<file path="src/hw/rtl/rwa_pkg.sv">
// Package for the rolling window average unit.
// Configuration register layout and reset constants; no dependencies.
package rwa_pkg;

  localparam int CFG_ADDR_W = 3;
  localparam int CFG_DATA_W = 32;
  localparam int WIN_REG_W  = 7;

  // Register index, taken from the word address cfg_paddr[2].
  localparam logic REG_WINDOW_LENGTH = 1'b0;

  localparam logic [WIN_REG_W-1:0] WIN_RESET = 7'd8;

endpackage

</file>
<file path="src/hw/rtl/rolling_window_average_unit.sv">
// Rolling window average: ring store of samples, running sum, serial divide.
// One sample at a time: in_tready is low from the input beat until its result
// is loaded for output. The divider produces one quotient bit per cycle.
// A pending output beat does not block the next input beat.
// Reset (sync, active low): window length 8, position, count and sum cleared;
// the sample store is not cleared. Uses rwa_pkg, rwa_store, rwa_div.
module rolling_window_average_unit
  import rwa_pkg::*;
#(
  parameter int MAX_WINDOW  = 64,
  parameter int SAMPLE_BITS = 16
) (
  input  logic clk,
  input  logic rst_n,
  // in_tdata: sample [SAMPLE_BITS-1:0]
  input  logic                                            in_tvalid,
  output logic                                            in_tready,
  input  logic [((SAMPLE_BITS+7)/8)*8-1:0]                in_tdata,
  // out_tdata: average [SAMPLE_BITS-1:0], samples_held above it
  output logic                                            out_tvalid,
  input  logic                                            out_tready,
  output logic [((SAMPLE_BITS+$clog2(MAX_WINDOW+1)+7)/8)*8-1:0] out_tdata,
  input  logic                                            cfg_psel,
  input  logic                                            cfg_penable,
  input  logic                                            cfg_pwrite,
  input  logic [CFG_ADDR_W-1:0]                           cfg_paddr,
  input  logic [CFG_DATA_W-1:0]                           cfg_pwdata,
  output logic [CFG_DATA_W-1:0]                           cfg_prdata,
  output logic                                            cfg_pready
);

  localparam int PTR_W  = $clog2(MAX_WINDOW);
  localparam int CNT_W  = $clog2(MAX_WINDOW + 1);
  localparam int SUM_W  = SAMPLE_BITS + PTR_W;
  localparam int OUT_W  = ((SAMPLE_BITS + CNT_W + 7) / 8) * 8;

  typedef enum logic [1:0] {S_IDLE, S_READ, S_DIV} state_t;

  state_t                  state_r, state_nxt;
  logic [WIN_REG_W-1:0]    win_len_r, win_len_nxt;
  logic [CNT_W-1:0]        win_eff_r, win_eff_nxt;
  logic [CNT_W-1:0]        win_wr;
  logic [PTR_W-1:0]        wpos_r, wpos_nxt;
  logic [PTR_W-1:0]        pos_r, pos_nxt;
  logic [CNT_W-1:0]        fill_r, fill_nxt;
  logic signed [SUM_W-1:0] sum_r, sum_nxt;
  logic signed [SAMPLE_BITS-1:0] sample_r, sample_nxt;
  logic                    out_tvalid_r, out_tvalid_nxt;
  logic signed [SAMPLE_BITS-1:0] out_avg_r, out_avg_nxt;
  logic [CNT_W-1:0]        out_held_r, out_held_nxt;

  logic                    in_fire;
  logic                    cfg_wr;
  logic                    full;
  logic                    out_free;
  logic                    out_load;
  logic [PTR_W-1:0]        pos_eff;
  logic [CNT_W-1:0]        pos_inc;
  logic                    mem_we;
  logic [SAMPLE_BITS-1:0]  mem_rdata;
  logic                    div_start;
  logic                    div_done;
  logic signed [SAMPLE_BITS-1:0] div_quo;

  assign in_tready = (state_r == S_IDLE);
  assign in_fire   = in_tvalid && in_tready;
  assign cfg_pready = 1'b1;
  assign cfg_wr = cfg_psel && cfg_penable && cfg_pwrite && cfg_pready &&
                  (cfg_paddr[2] == REG_WINDOW_LENGTH);
  assign cfg_prdata = (cfg_paddr[2] == REG_WINDOW_LENGTH) ?
                      CFG_DATA_W'(win_len_r) : '0;

  // zero means a one-sample window; larger than the store saturates
  always_comb begin
    if (cfg_pwdata[WIN_REG_W-1:0] == '0) begin
      win_wr = CNT_W'(1);
    end else if (int'(cfg_pwdata[WIN_REG_W-1:0]) > MAX_WINDOW) begin
      win_wr = CNT_W'(MAX_WINDOW);
    end else begin
      win_wr = CNT_W'(cfg_pwdata[WIN_REG_W-1:0]);
    end
  end

  assign pos_eff   = (CNT_W'(wpos_r) >= win_eff_r) ? '0 : wpos_r;
  assign pos_inc   = CNT_W'(pos_r) + 1'b1;
  assign full      = fill_r >= win_eff_r;
  assign mem_we    = (state_r == S_READ);
  assign div_start = (state_r == S_READ);
  assign out_free  = !out_tvalid_r || out_tready;
  assign out_load  = (state_r == S_DIV) && div_done && out_free;

  always_comb begin
    state_nxt      = state_r;
    win_len_nxt    = win_len_r;
    win_eff_nxt    = win_eff_r;
    wpos_nxt       = wpos_r;
    pos_nxt        = pos_r;
    fill_nxt       = fill_r;
    sum_nxt        = sum_r;
    sample_nxt     = sample_r;
    out_tvalid_nxt = out_tvalid_r;
    out_avg_nxt    = out_avg_r;
    out_held_nxt   = out_held_r;

    if (out_tvalid_r && out_tready) begin
      out_tvalid_nxt = 1'b0;
    end

    unique case (state_r)
      S_IDLE: begin
        if (in_fire) begin
          sample_nxt = in_tdata[SAMPLE_BITS-1:0];
          pos_nxt    = pos_eff;
          state_nxt  = S_READ;
        end
      end
      S_READ: begin
        // old entry is on mem_rdata; add new, drop old once the window is full
        if (full) begin
          sum_nxt = sum_r + SUM_W'(sample_r) - SUM_W'($signed(mem_rdata));
        end else begin
          sum_nxt  = sum_r + SUM_W'(sample_r);
          fill_nxt = fill_r + 1'b1;
        end
        wpos_nxt  = (pos_inc >= win_eff_r) ? '0 : pos_inc[PTR_W-1:0];
        state_nxt = S_DIV;
      end
      S_DIV: begin
        if (out_load) begin
          out_tvalid_nxt = 1'b1;
          out_avg_nxt    = div_quo;
          out_held_nxt   = fill_r;
          state_nxt      = S_IDLE;
        end
      end
      default: state_nxt = S_IDLE;
    endcase

    if (cfg_wr) begin
      win_len_nxt = cfg_pwdata[WIN_REG_W-1:0];
      win_eff_nxt = win_wr;
      wpos_nxt    = '0;
      fill_nxt    = '0;
      sum_nxt     = '0;
    end
  end

  always_ff @(posedge clk) begin
    if (!rst_n) begin
      state_r      <= S_IDLE;
      win_len_r    <= WIN_RESET;
      win_eff_r    <= (int'(WIN_RESET) > MAX_WINDOW) ? CNT_W'(MAX_WINDOW)
                                                     : CNT_W'(WIN_RESET);
      wpos_r       <= '0;
      fill_r       <= '0;
      sum_r        <= '0;
      out_tvalid_r <= 1'b0;
    end else begin
      state_r      <= state_nxt;
      win_len_r    <= win_len_nxt;
      win_eff_r    <= win_eff_nxt;
      wpos_r       <= wpos_nxt;
      fill_r       <= fill_nxt;
      sum_r        <= sum_nxt;
      out_tvalid_r <= out_tvalid_nxt;
    end
    pos_r      <= pos_nxt;
    sample_r   <= sample_nxt;
    out_avg_r  <= out_avg_nxt;
    out_held_r <= out_held_nxt;
  end

  rwa_store #(
    .DEPTH (MAX_WINDOW),
    .WIDTH (SAMPLE_BITS)
  ) u_store (
    .clk   (clk),
    .we    (mem_we),
    .waddr (pos_r),
    .wdata (sample_r),
    .re    (in_fire),
    .raddr (pos_eff),
    .rdata (mem_rdata)
  );

  rwa_div #(
    .DVD_W (SUM_W),
    .DVS_W (CNT_W),
    .QUO_W (SAMPLE_BITS)
  ) u_div (
    .clk      (clk),
    .rst_n    (rst_n),
    .start    (div_start),
    .dividend (sum_nxt),
    .divisor  (fill_nxt),
    .done     (div_done),
    .quotient (div_quo)
  );

  assign out_tvalid = out_tvalid_r;
  assign out_tdata  = OUT_W'({out_held_r, out_avg_r});

  a_fill_in_window: assert property (@(posedge clk) disable iff (!rst_n)
    fill_r <= win_eff_r)
    else $error("fill count beyond window length");

  a_wpos_in_window: assert property (@(posedge clk) disable iff (!rst_n)
    CNT_W'(wpos_r) < win_eff_r)
    else $error("write position beyond window length");

  a_div_restart: assert property (@(posedge clk) disable iff (!rst_n)
    div_start |=> !div_done)
    else $error("divider reports done right after start");

  a_load_nonzero: assert property (@(posedge clk) disable iff (!rst_n)
    out_load |-> (fill_r != '0) && !$past(in_fire))
    else $error("result loaded with empty window or without an update");

endmodule

</file>
<file path="src/hw/rtl/rwa_store.sv">
// Sample ring store: one write port, one read port, registered read data.
// No dependencies.
module rwa_store #(
  parameter int DEPTH = 64,
  parameter int WIDTH = 16
) (
  input  logic                     clk,
  input  logic                     we,
  input  logic [$clog2(DEPTH)-1:0] waddr,
  input  logic [WIDTH-1:0]         wdata,
  input  logic                     re,
  input  logic [$clog2(DEPTH)-1:0] raddr,
  output logic [WIDTH-1:0]         rdata
);

  logic [WIDTH-1:0] mem [DEPTH];
  logic [WIDTH-1:0] rdata_r;

  always_ff @(posedge clk) begin
    if (we) begin
      mem[waddr] <= wdata;
    end
    if (re) begin
      rdata_r <= mem[raddr];
    end
  end

  assign rdata = rdata_r;

endmodule

</file>
<file path="src/hw/rtl/rwa_div.sv">
// Bit-serial signed divider: signed dividend by a nonzero unsigned divisor,
// quotient truncated toward zero, one quotient bit per cycle. No dependencies.
module rwa_div #(
  parameter int DVD_W = 22,
  parameter int DVS_W = 7,
  parameter int QUO_W = 16
) (
  input  logic                    clk,
  input  logic                    rst_n,
  input  logic                    start,
  input  logic signed [DVD_W-1:0] dividend,
  input  logic [DVS_W-1:0]        divisor,
  output logic                    done,
  output logic signed [QUO_W-1:0] quotient
);

  localparam int STEP_W = $clog2(DVD_W + 1);

  logic              busy_r, busy_nxt;
  logic              done_r, done_nxt;
  logic [STEP_W-1:0] cnt_r, cnt_nxt;
  logic              neg_r, neg_nxt;
  logic [DVD_W-1:0]  q_r, q_nxt;
  logic [DVS_W-1:0]  rem_r, rem_nxt;
  logic [DVS_W-1:0]  dvs_r, dvs_nxt;
  logic [DVS_W:0]    rem_sh;
  logic [DVS_W:0]    rem_sub;
  logic              fits;
  logic [DVD_W-1:0]  q_signed;

  assign rem_sh  = {rem_r, q_r[DVD_W-1]};
  assign rem_sub = rem_sh - {1'b0, dvs_r};
  assign fits    = rem_sh >= {1'b0, dvs_r};

  always_comb begin
    busy_nxt = busy_r;
    done_nxt = done_r;
    cnt_nxt  = cnt_r;
    neg_nxt  = neg_r;
    q_nxt    = q_r;
    rem_nxt  = rem_r;
    dvs_nxt  = dvs_r;
    if (start) begin
      busy_nxt = 1'b1;
      done_nxt = 1'b0;
      cnt_nxt  = STEP_W'(DVD_W);
      neg_nxt  = dividend[DVD_W-1];
      // magnitude fits unsigned even for the most negative dividend
      q_nxt    = dividend[DVD_W-1] ? DVD_W'(-dividend) : DVD_W'(dividend);
      rem_nxt  = '0;
      dvs_nxt  = divisor;
    end else if (busy_r) begin
      rem_nxt = fits ? rem_sub[DVS_W-1:0] : rem_sh[DVS_W-1:0];
      q_nxt   = {q_r[DVD_W-2:0], fits};
      cnt_nxt = cnt_r - 1'b1;
      if (cnt_r == STEP_W'(1)) begin
        busy_nxt = 1'b0;
        done_nxt = 1'b1;
      end
    end
  end

  always_ff @(posedge clk) begin
    if (!rst_n) begin
      busy_r <= 1'b0;
      done_r <= 1'b0;
      cnt_r  <= '0;
    end else begin
      busy_r <= busy_nxt;
      done_r <= done_nxt;
      cnt_r  <= cnt_nxt;
    end
    neg_r <= neg_nxt;
    q_r   <= q_nxt;
    rem_r <= rem_nxt;
    dvs_r <= dvs_nxt;
  end

  assign q_signed = neg_r ? (~q_r + 1'b1) : q_r;
  assign quotient = QUO_W'(q_signed);
  assign done     = done_r;

endmodule
</file>
<file path="config.mk">
export PLATFORM = sky130hd
export DESIGN_NAME = rolling_window_average_unit
export DESIGN_NICKNAME = d
export VERILOG_FILES = /design/src/hw/rtl/rwa_pkg.sv /design/src/hw/rtl/rolling_window_average_unit.sv /design/src/hw/rtl/rwa_store.sv /design/src/hw/rtl/rwa_div.sv
export SDC_FILE = /design/constraint.sdc
export NUM_CORES = 2
export LEC_CHECK = 0
export BUFFER_PORTS_ARGS = -buffer_cell sky130_fd_sc_hd__buf_4
export CAP_MARGIN = 20
export CELL_PAD_IN_SITES_DETAIL_PLACEMENT = 0
export CELL_PAD_IN_SITES_GLOBAL_PLACEMENT = 1
export CORE_MARGIN = 8
export CORE_UTILIZATION = 58
export DETAILED_ROUTE_END_ITERATION = 6
export PLACE_DENSITY_LB_ADDON = 0.1
export SETUP_SLACK_MARGIN = 0.2
export SLEW_MARGIN = 20
export SYNTH_ARGS = -nofsm -noshare
export SYNTH_HDL_FRONTEND = slang
export SYNTH_HIERARCHICAL = 1
export SYNTH_SLANG_ARGS = --single-unit
</file>
<file path="constraint.sdc">
create_clock -name clk -period 12.7 [get_ports clk]
set_input_delay 1.905 -clock clk [delete_from_list [all_inputs] [get_ports clk]]
set_output_delay 1.905 -clock clk [all_outputs]
set_load 0.03 [all_outputs]
</file>
==> results by group <==
Critical path
  • Worst Reg2Reg Path Length in Cells: 24
  • Crit start category: flip-flop
  • Arr. time, crit path: approximately 8.1 ns
  • Crit path kind: flip-flop to flip-flop
  • Reg-to-reg critical path startpoint: sample_r[0]$_DFFE_PP_
  • Setup slack, reg-to-reg: slightly above 5 ns
  • Worst Path Max Fanout: 66
  • Required time of the critical path: 13.19 ns
  • Crit. End Element: flip-flop
  • Crit Reg-Reg Endpoint: u_div/q_r[21]$_DFFE_PP_

Yosys
  • Cell variety after synth: 87
  • Synth Warn #: 6
  • Most common cell in the netlist: edfxtp_1
  • Top-area cell type share of the netlist area: 67.03%
  • Most used DFF post-synth: edfxtp_1
  • Area contributors post-synth: edfxtp_1 (67%), mux4_2 (9.9%), dfxtp_1 (2.6%)
  • Post-synth EDFFs: around 1100
  • Seq/Total Area, Yosys: between 60 and 70%
  • Synthesis-stage register bit count: 1181
  • Synth cell count leaders: edfxtp_1 (1115), mux4_2 (220), nor2_1 (165)
  • Netlist Area Pre-Place: 0.04995 mm2
  • Post-synth ARST share: 0%
  • Yosys top cell by area: edfxtp_1
  • Cells after Synth: 2916
  • Mean Syn Cell Area: 17.13 um2

Route
  • DRT Wirelength: 117800 um
  • Vias per cell: 6.340
  • DRT Pass-1 Iters: 5
  • Drt wl/cell: 27.50 um
  • Via count: 27162
  • Routed Antenna Nets: 0
  • DRC viols: 0
  • 1st-iter DRT viols: 2779

Clocking
  • Clock Tree Root: clkbuf_16
  • Postcts setup bufs: 0
  • Worst-skew pair later-pin latency: 0.70 ns
  • CTS Hold Buffers Added: 0
  • Num CTS Buffers: 114
  • Worst-path clk slew: 0.06 ns
  • CTS-repair resized insts: 0
  • CTS tree: yes
  • H-tree levels: 3
  • CTS max path bufs: 3
  • CTS sink cnt: 1181

Layout
  • # nets final: 3176
  • Area grow syn2layout: 11.02%
  • Fill count: 5890
  • Final Cell Area: 0.05545 mm2
  • Final core utilization: 65.02%
  • Multi-input gate area: 0.01401 mm2
  • Fraction of layout cells with a size suffix above 1: approximately 20%
  • Register area: between 0.03 and 0.04 mm2
  • Post-Layout Cell Count: 4284

STA
  • Relative slew margins: 29.26%
  • Max Fclk: 131.9 MHz
  • Clock skew: between 0.05 and 0.06 ns
  • Final count of hold timing violations: 0
  • Post-route setup TNS: 0 ns
  • Post-route clock period utilization: 59.71%
  • Worst slew pin tran: 1.061 ns
  • Worst setup margin: 5.117 ns
  • Final Hold Slack: about 0.46 ns
  • Slew Viols, Final: 0
  • RSZ-0062 raised after global routing: no
  • Setup violations, final: 0
  • Post-route minimum period: 7.583 ns

Floorplan
  • Site Rows: 107
  • IO Count: ~120
  • Core ar.: approximately 0.085 mm2
  • Initial Util: 58.57%
  • Die height: roughly 310 um
  • Die area: 0.09576 mm2
  • Die Span X: 309.5 um

GRT
  • Met1 usage: 33.27%
  • GR Layer Usage met3: 3.040%
  • Initial antenna violation count: 2
  • Vias in the first global route: 27045
  • Largest net degree at the start of global routing: 119
  • Met2 Use GR: between 40% and 50%
  • Grt ovf: 0
  • Most used routing layer: met2
  • GRT Util Overall: 24.54%
  • First-pass GRT wire length: 174300 um

Pwr
  • VDD IR max: 0.0001723 V
  • Power per cell area: between 150 and 200 mW/mm2
  • Leakage: 17.80 nW
  • Tot Pwr: 8.511 mW

Placed design
  • GP Congestion: 0.8736
  • Number of placed cells counting well taps: 4067
  • DP Area: 0.05167 mm2
  • Detailed placement HPWL: 71090 um
  • Pre-CTS WS: just over 5 ns
  • PortBufs: a little over 60

Flow run
  • # Max-Cap Violations: 0

Worst hold path
  • WHS Path Cells: 2
  • Worst Hold End: win_len_r[1]$_SDFFE_PN0P_
  • Hold Path Class: flip-flop to flip-flop
  • Hold path start: win_len_r[1]$_SDFFE_PN0P_

Outcome
  • Outcome: complete, no violations
-- cell type report --
type	count	area share, %
sequential	1181	62.76
multi-input combinational	1525	25.26
clock buffer	134	5.316
tap	1144	2.581
timing repair buffer	159	2.211
clock inverter	81	1.464
inverter	59	0.3994
antenna	1	0.004513
-- worst max-delay path by stage --
| stage | slack [ns] | depth (start not counted) | startpoint | to |
|---|---|---|---|---|
| global placement | 5.30 | 24 | sample_r[0]$_DFFE_PP_ | u_div/q_r[21]$_DFFE_PP_ |
| global route | 4.66 | 24 | sample_r[0]$_DFFE_PP_ | u_div/q_r[21]$_DFFE_PP_ |
| CTS | 5.17 | 24 | sample_r[0]$_DFFE_PP_ | u_div/q_r[21]$_DFFE_PP_ |
| floorplan | 6.64 | 21 | sample_r[7]$_DFFE_PP_ | u_div/q_r[21]$_DFFE_PP_ |
| finish | 5.12 | 24 | sample_r[0]$_DFFE_PP_ | u_div/q_r[21]$_DFFE_PP_ |
| detailed placement | 5.19 | 24 | sample_r[0]$_DFFE_PP_ | u_div/q_r[21]$_DFFE_PP_ |
-- sequential cells by signal, summed over array words and instances, names as in the netlist, 2 cells and up --
signal,count
win_len_r,7
sample_r,16
wpos_r,6
u_store/rdata,16
win_eff_r,7
out_held_r,7
out_avg_r,16
u_div/dvs_r,7
state_r,2
fill_r,7
u_store/mem,1024
pos_r,6
sum_r,22
u_div/cnt_r,5
u_div/rem_r,7
u_div/q_r,22
-- cell usage in the layout (no fill, tap or decap), types with 14 or more instances in the layout --
cell / instances
a211oi_1: 22
a21boi_0: 15
a21o_1: 31
a21oi_1: 86
a221oi_1: 19
a22oi_1: 45
a31oi_1: 15
and2_1: 21
and3_1: 15
buf_4: 156
bufinv_16: 14
clkbuf_1: 18
clkbuf_16: 114
clkinv_1: 30
clkinv_2: 23
conb_1: 27
dfxtp_1: 66
edfxtp_1: 1115
ha_1: 75
inv_1: 58
mux2_2: 28
mux2i_1: 95
mux4_2: 220
nand2_1: 132
nand2b_1: 18
nand3_1: 41
nand4_1: 27
nor2_1: 155
nor2b_1: 47
nor3_1: 26
o21a_1: 15
o21ai_0: 38
o21ai_1: 17
o31ai_1: 14
xnor2_1: 50
xor2_1: 23
-- worst max-delay path, cell delays in order, from the launching register on --
cell       delay [ns]
edfxtp_1         0.32
buf_4            0.58
ha_1             0.30
inv_1            0.06
fa_1             0.40
nor2b_1          0.13
o21a_1           0.13
o21ai_1          0.10
a211oi_1         0.51
nor3_1           0.12
o31ai_1          0.32
xor2_1           0.15
ha_1             0.39
nand4_1          0.22
nor3_1           0.25
o311ai_1         0.21
and4_1           0.24
o21ai_1          0.24
xnor2_1          0.13
or3_1            0.36
a21oi_2          0.74
inv_1            0.36
or3_1            0.45
or4_2            0.54
o2bb2ai_1        0.15
-- routing by layer --
layer  up-vias  routed length (um)
met1     14052               47780
met4         2                4204
met2      1025               58470
met5         -                  13
li1      11869                   -
met3       214                7348
-- cells by family after synthesis --
group	synth area share (%)
adders and majority gates	1.999
other	0.01504
buffers and inverters	2.673
muxes	12.67
and+or+nand+nor	5.974
DFF	69.68
xor gates and xnor gates	1.280
AOI/OAI and AO/OA	5.714
-- power breakdown --
part	total (mW)	switching, mW	internal [mW]
Clock	3.38	1.44	1.94
Combinational	0.762	0.485	0.276
Sequential	4.37	0.0370	4.33
Note: power is estimated with default switching activity, not from simulation.
